<file path="config.mk">
export PLATFORM = sky130hd
export DESIGN_NAME = srgb_to_xyz_d50_unit
export DESIGN_NICKNAME = d
export VERILOG_FILES = /design/src/rtl/s2x_pkg.sv /design/src/rtl/srgb_to_xyz_d50_unit.sv
export SDC_FILE = /design/constraint.sdc
export NUM_CORES = 2
export LEC_CHECK = 0
export BUFFER_PORTS_ARGS = -buffer_cell sky130_fd_sc_hd__buf_2
export CAP_MARGIN = 20
export CORE_UTILIZATION = 45
export DETAILED_ROUTE_END_ITERATION = 16
export SLEW_MARGIN = 25
export SYNTH_ARGS = -nofsm -noshare
export SYNTH_HDL_FRONTEND = slang
export SYNTH_SLANG_ARGS = --single-unit
export TNS_END_PERCENT = 100
</file>
<file path="constraint.sdc">
create_clock -name aclk -period 31.7 [get_ports aclk]
set_clock_uncertainty 0.2 [all_clocks]
set_input_delay 7.925 -clock aclk [delete_from_list [all_inputs] [get_ports aclk]]
set_output_delay 7.925 -clock aclk [all_outputs]
set_load 0.01 [all_outputs]
</file>
<file path="src/rtl/s2x_pkg.sv">
// Package for the sRGB to XYZ (D50) converter: widths, matrix coefficients
// and the function that builds the sRGB linearization table entries. No dependencies.
`timescale 1ns / 1ps
`default_nettype none
package s2x_pkg;

    localparam int FRAC_BITS = 16;
    localparam int CODE_W    = 8;
    localparam int LIN_W     = 16;
    localparam int OUT_W     = 17;
    localparam int COEF_W    = FRAC_BITS;
    localparam int PROD_W    = LIN_W + COEF_W;
    localparam int ACC_W     = PROD_W + 2;
    localparam int RND_W     = ACC_W + 1;
    localparam int IN_DATA_W  = 24;
    localparam int OUT_DATA_W = 56;
    localparam logic [OUT_W-1:0] ONE_Q16 = OUT_W'(65536);

    typedef logic [COEF_W-1:0] coef_t;
    typedef logic [LIN_W-1:0]  lin_t;
    typedef logic [PROD_W-1:0] prod_t;

    // Coefficients given in units of 1e-7, rounded half-up to FRAC_BITS.
    function automatic coef_t coef_of(longint unsigned e7);
        longint unsigned q;
        q = ((e7 << FRAC_BITS) + 64'd5000000) / 64'd10000000;
        return coef_t'(q);
    endfunction

    localparam coef_t MAT [9] = '{
        coef_of(64'd4360747), coef_of(64'd3850649), coef_of(64'd1430804),
        coef_of(64'd2225045), coef_of(64'd7168786), coef_of(64'd606169),
        coef_of(64'd139322),  coef_of(64'd971045),  coef_of(64'd7141733)
    };

    // One entry of the linearization table, evaluated at elaboration.
    function automatic lin_t lin_entry(int c);
        real    s;
        real    v;
        longint r;
        if (100000 * c < 1031475) begin
            r = (64'd6553600 * c + 64'd164730) / 64'd329460;
        end else begin
            s = (real'(c) / 255.0 + 0.055) / 1.055;
            v = (s ** 2.4) * 65536.0 + 0.5;
            r = longint'($floor(v));
        end
        if (r > 65535) begin
            r = 65535;
        end
        return lin_t'(r);
    endfunction

endpackage
`default_nettype wire

</file>
<file path="src/rtl/srgb_to_xyz_d50_unit.sv">
// Usage:
// Converts one 8-bit sRGB pixel per transaction to CIE XYZ adapted to D50.
// Input stream s_axis: tdata carries red [7:0], green [15:8], blue [23:16].
// Output stream m_axis: tdata carries X [16:0], Y [33:17], Z [50:34],
// upper bits zero; 65536 stands for 1.0.
// There are four register stages: input register, table lookup, nine
// multipliers, then sum with rounding and saturation. The result shows on
// m_tvalid when the accepted transaction reaches the last of the four registers.
// Throughput is one pixel per cycle while m_tready does not stall the output.
// The four stages advance together whenever the output register is empty
// or being taken, so s_tready follows m_tready while the output is full.
// A stall holds every stage in place: nothing is lost or repeated.
// Reset (aresetn low, synchronous) clears all valid bits; the table is
// constant logic and needs no initialization.
// Depends on s2x_pkg.
`timescale 1ns / 1ps
`default_nettype none
module srgb_to_xyz_d50_unit
    import s2x_pkg::*;
(
    input  wire logic                  aclk,
    input  wire logic                  aresetn,
    input  wire logic                  s_tvalid,
    output logic                       s_tready,
    input  wire logic [IN_DATA_W-1:0]  s_tdata,   // red, green, blue
    output logic                       m_tvalid,
    input  wire logic                  m_tready,
    output logic [OUT_DATA_W-1:0]      m_tdata    // x, y, z, zero pad
);

    logic                    adv;
    logic [3:0]              vld_reg, vld_next;
    logic [CODE_W-1:0]       code_reg [3];
    lin_t                    lin_reg  [3];
    prod_t                   prod_reg [9];
    logic [OUT_W-1:0]        xyz_reg  [3];
    logic [OUT_W-1:0]        xyz_next [3];
    lin_t                    lin_rom  [256];

    for (genvar i = 0; i < 256; i++) begin : g_rom
        localparam lin_t ENTRY = lin_entry(i);
        assign lin_rom[i] = ENTRY;
    end

    assign adv      = !vld_reg[3] || m_tready;
    assign s_tready = adv;
    assign vld_next = {vld_reg[2:0], s_tvalid};

    always_ff @(posedge aclk) begin
        if (!aresetn) begin
            vld_reg <= '0;
        end else if (adv) begin
            vld_reg <= vld_next;
        end
    end

    always_comb begin
        logic [RND_W-1:0] sum;
        logic [RND_W-1:0] rnd;
        for (int r = 0; r < 3; r++) begin
            sum = RND_W'(prod_reg[3*r]) + RND_W'(prod_reg[3*r+1])
                + RND_W'(prod_reg[3*r+2]) + (RND_W'(1) << (FRAC_BITS - 1));
            rnd = sum >> FRAC_BITS;
            xyz_next[r] = (rnd > RND_W'(ONE_Q16)) ? ONE_Q16 : OUT_W'(rnd);
        end
    end

    always_ff @(posedge aclk) begin
        if (adv) begin
            for (int c = 0; c < 3; c++) begin
                code_reg[c] <= s_tdata[c*CODE_W +: CODE_W];
                lin_reg[c]  <= lin_rom[code_reg[c]];
            end
            for (int k = 0; k < 9; k++) begin
                prod_reg[k] <= PROD_W'(lin_reg[k%3]) * PROD_W'(MAT[k]);
            end
            for (int r = 0; r < 3; r++) begin
                xyz_reg[r] <= xyz_next[r];
            end
        end
    end

    assign m_tvalid = vld_reg[3];
    assign m_tdata  = {(OUT_DATA_W - 3*OUT_W)'(0), xyz_reg[2], xyz_reg[1], xyz_reg[0]};

endmodule
`default_nettype wire

</file>
==> flow_summary_export.csv <==
group,metric,value,unit
setup_path,r2r_slack,24310,ps
clock_network,cts_sinks,372,
clock_network,cts.path.max_buffers,3,
cells_and_area,largest_register_ffs,245,
grt,grt_max_degree,163,
job,cap_viol_max_count,0,
sta,min_period,16820,ps
sta,slew_headroom,20.58,%
setup_path,r2r-start,"lin_reg[0][9]",
clock_network,h-tree-depth,2,
sta,post-route-period-util,53.05,%
sta,fmax,59.46,MHz
logic_synthesis,synth_largest_area_cell,"ha_1",
logic_synthesis,synth-seq-cells,372,
logic_synthesis,synth-edff-count,368,
sta,fin_tns_setup,0,ps
setup_path,crit_end,"s_tready",
setup_path,path_max_fanout,27,
clock_network,ctsResizeCount,0,
routing,antenna_left,0,
die,die_w,367.6,µm
hold_path,hold_class,"register to register",
logic_synthesis,synthTopCellsByCount,"990 x ha_1, 957 x inv_1, 615 x fa_1",
routing,drtIter0Drc,5538,
grt,track_usage,28.58,%
clock_network,postCtsSetupRepairBufs,0,
die,start_util,45.58,%
setup_path,cp.arrival,8690,ps
routing,wl,194300,µm
placed_design,place_ws,14840,ps
logic_synthesis,synth.distinct_cells,88,
routing,post-route-drc-count,0,
logic_synthesis,synth_top_area_share,20.59,%
sta,timing.hold.ws,286.4,ps
setup_path,required,23580,ps
cells_and_area,nets,8123,
routing,wl_per_cell,23.46,µm
die,die_area,135100,µm²
placed_design,place_hpwl,150600,µm
setup_path,worstSetupPathType,"input port to primary output",
setup_path,worst_setup_path_end_kind,"primary output",
clock_network,cts_buffers,48,
status,status,"completed",
die,rows,133,
clock_network,root_buffer,"clkbuf_16",
setup_path,worstSetupStartpointType,"input port",
die,die_height,367.6,µm
sta,rsz0062_at_grt,"no",
placed_design,port_buffers,80,
cells_and_area,drive_gt1_share,4.474,%
sta,tightest_slew,1176,ps
clock_network,clock_latency,650,ps
placed_design,place_congestion,0.9827,
sta,slew_viol_final,0,
logic_synthesis,postSynthAreaPerCell,9.139,µm²
logic_synthesis,ys_async_sr_fraction,0,%
die,pin_count,86,
setup_path,r2r-end,"prod_reg[0][30]",
sta,finalHoldViolCount,0,
logic_synthesis,syn_inst,6582,
logic_synthesis,post-synth-top-count-cell,"ha_1",
grt,antenna_found_initial,11,
logic_synthesis,yosys-top-cells-area,"ha_1 21%, fa_1 20%, edfxtp_1 18%",
routing,vias_per_cell,5.953,
logic_synthesis,yosysSeqAreaShare,18.50,%
cells_and_area,synthToLayoutAreaGrowth,6.169,%
clock_network,ctsHoldBuffers,0,
setup_path,cp-startpoint,"m_tready",
setup_path,rr_worst_depth,21,
grt,grt-ovfl-total,0,
sta,setup_viol,0,
grt,grt_pass1_wl,295700,µm
routing,vias,49306,
clock_network,clk_pin_slew,60,ps
logic_synthesis,synthFlopType,"edfxtp_1",
logic_synthesis,yosys_warnings,0,
logic_synthesis,netlist_area,60150,µm²
routing,dr.pass1.iters,6,
clock_network,cts_tree,"yes",
grt,grt_pass1_vias,48355,
die,core,132000,µm²
sta,postLayoutSetupSlackWorst,14880,ps
-- stage by stage --
| step | utilization (%) | area [µm²] | std cells |
|---|---|---|---|
| global route | 48.39 | 63860 | 8282 |
| finish | 48.40 | 63860 | 8283 |
| CTS | 48.39 | 63860 | 8282 |
| floorplan | - | 60170 | 6586 |
| global placement | 47.14 | 62210 | 8195 |
| detailed placement | 47.14 | 62210 | 8195 |
-- critical path, cell delays in order --
cell,delay [ps]
buf_2,70
nand2b_4,380
buf_2,270
-- per-layer routing --
metal	wire length, µm	track usage, %
met4	7503	10.18
met5	0	0
met2	88290	45.47
met1	84010	39.53
met3	14490	4.056
-- worst min path at each step --
| stage | from | endpoint | cells past startpoint |
|---|---|---|---|
| finish | vld_reg[2] | vld_reg[3] | 2 |
| global route | vld_reg[2] | vld_reg[3] | 2 |
| CTS | vld_reg[2] | vld_reg[3] | 2 |
| detailed placement | vld_reg[2] | vld_reg[3] | 2 |
| global placement | vld_reg[2] | vld_reg[3] | 2 |
| floorplan | vld_reg[2] | vld_reg[3] | 2 |
-- cells in the final DEF (no fill, tap or decap), types with 21 or more instances in the layout --
cell type	count
xor2_1	76
clkbuf_16	48
buf_4	68
and3_1	27
or3_1	22
nand2b_1	49
or2_2	24
a22oi_1	21
nor2b_1	54
nand2_1	390
o21ai_0	392
a31oi_1	74
buf_2	80
o21a_1	29
o311ai_0	30
nand3_1	101
a211oi_1	88
a221oi_1	28
a21oi_1	531
o211ai_1	42
fa_1	615
o21bai_1	29
nor3_1	150
a311oi_1	47
inv_1	954
edfxtp_1	368
o22ai_1	39
nor2_1	475
xnor2_1	180
nand4_1	25
ha_1	990
a21o_1	102
o31ai_1	23
-- cell type report --
cell class | instances | area, µm²
clock buffers | 53 | 1220
clock inverters | 34 | 425.4
fillers | 12611 | 68100
diodes | 1 | 2.502
multi-input cells | 4950 | 44290
flip-flops and latches | 372 | 11130
repair buffers | 151 | 970.9
inverters | 967 | 3630
well taps | 1755 | 2196
-- cells by family after synthesis --
| logic type | after synthesis | share of synthesized area, % |
|---|---|---|
| buf+inv | 1264 | 7.919 |
| other cells | 1 | 0.006234 |
| flops | 372 | 18.50 |
| mux | 36 | 0.9360 |
| compound gates | 1652 | 17.33 |
| fa+ha+maj | 1606 | 41.08 |
| simple gates | 1395 | 10.50 |
| xor+xnor | 256 | 3.727 |
Power is not shown: default switching activity piles up to over one toggle a cycle in this logic, so the estimate is an artifact.
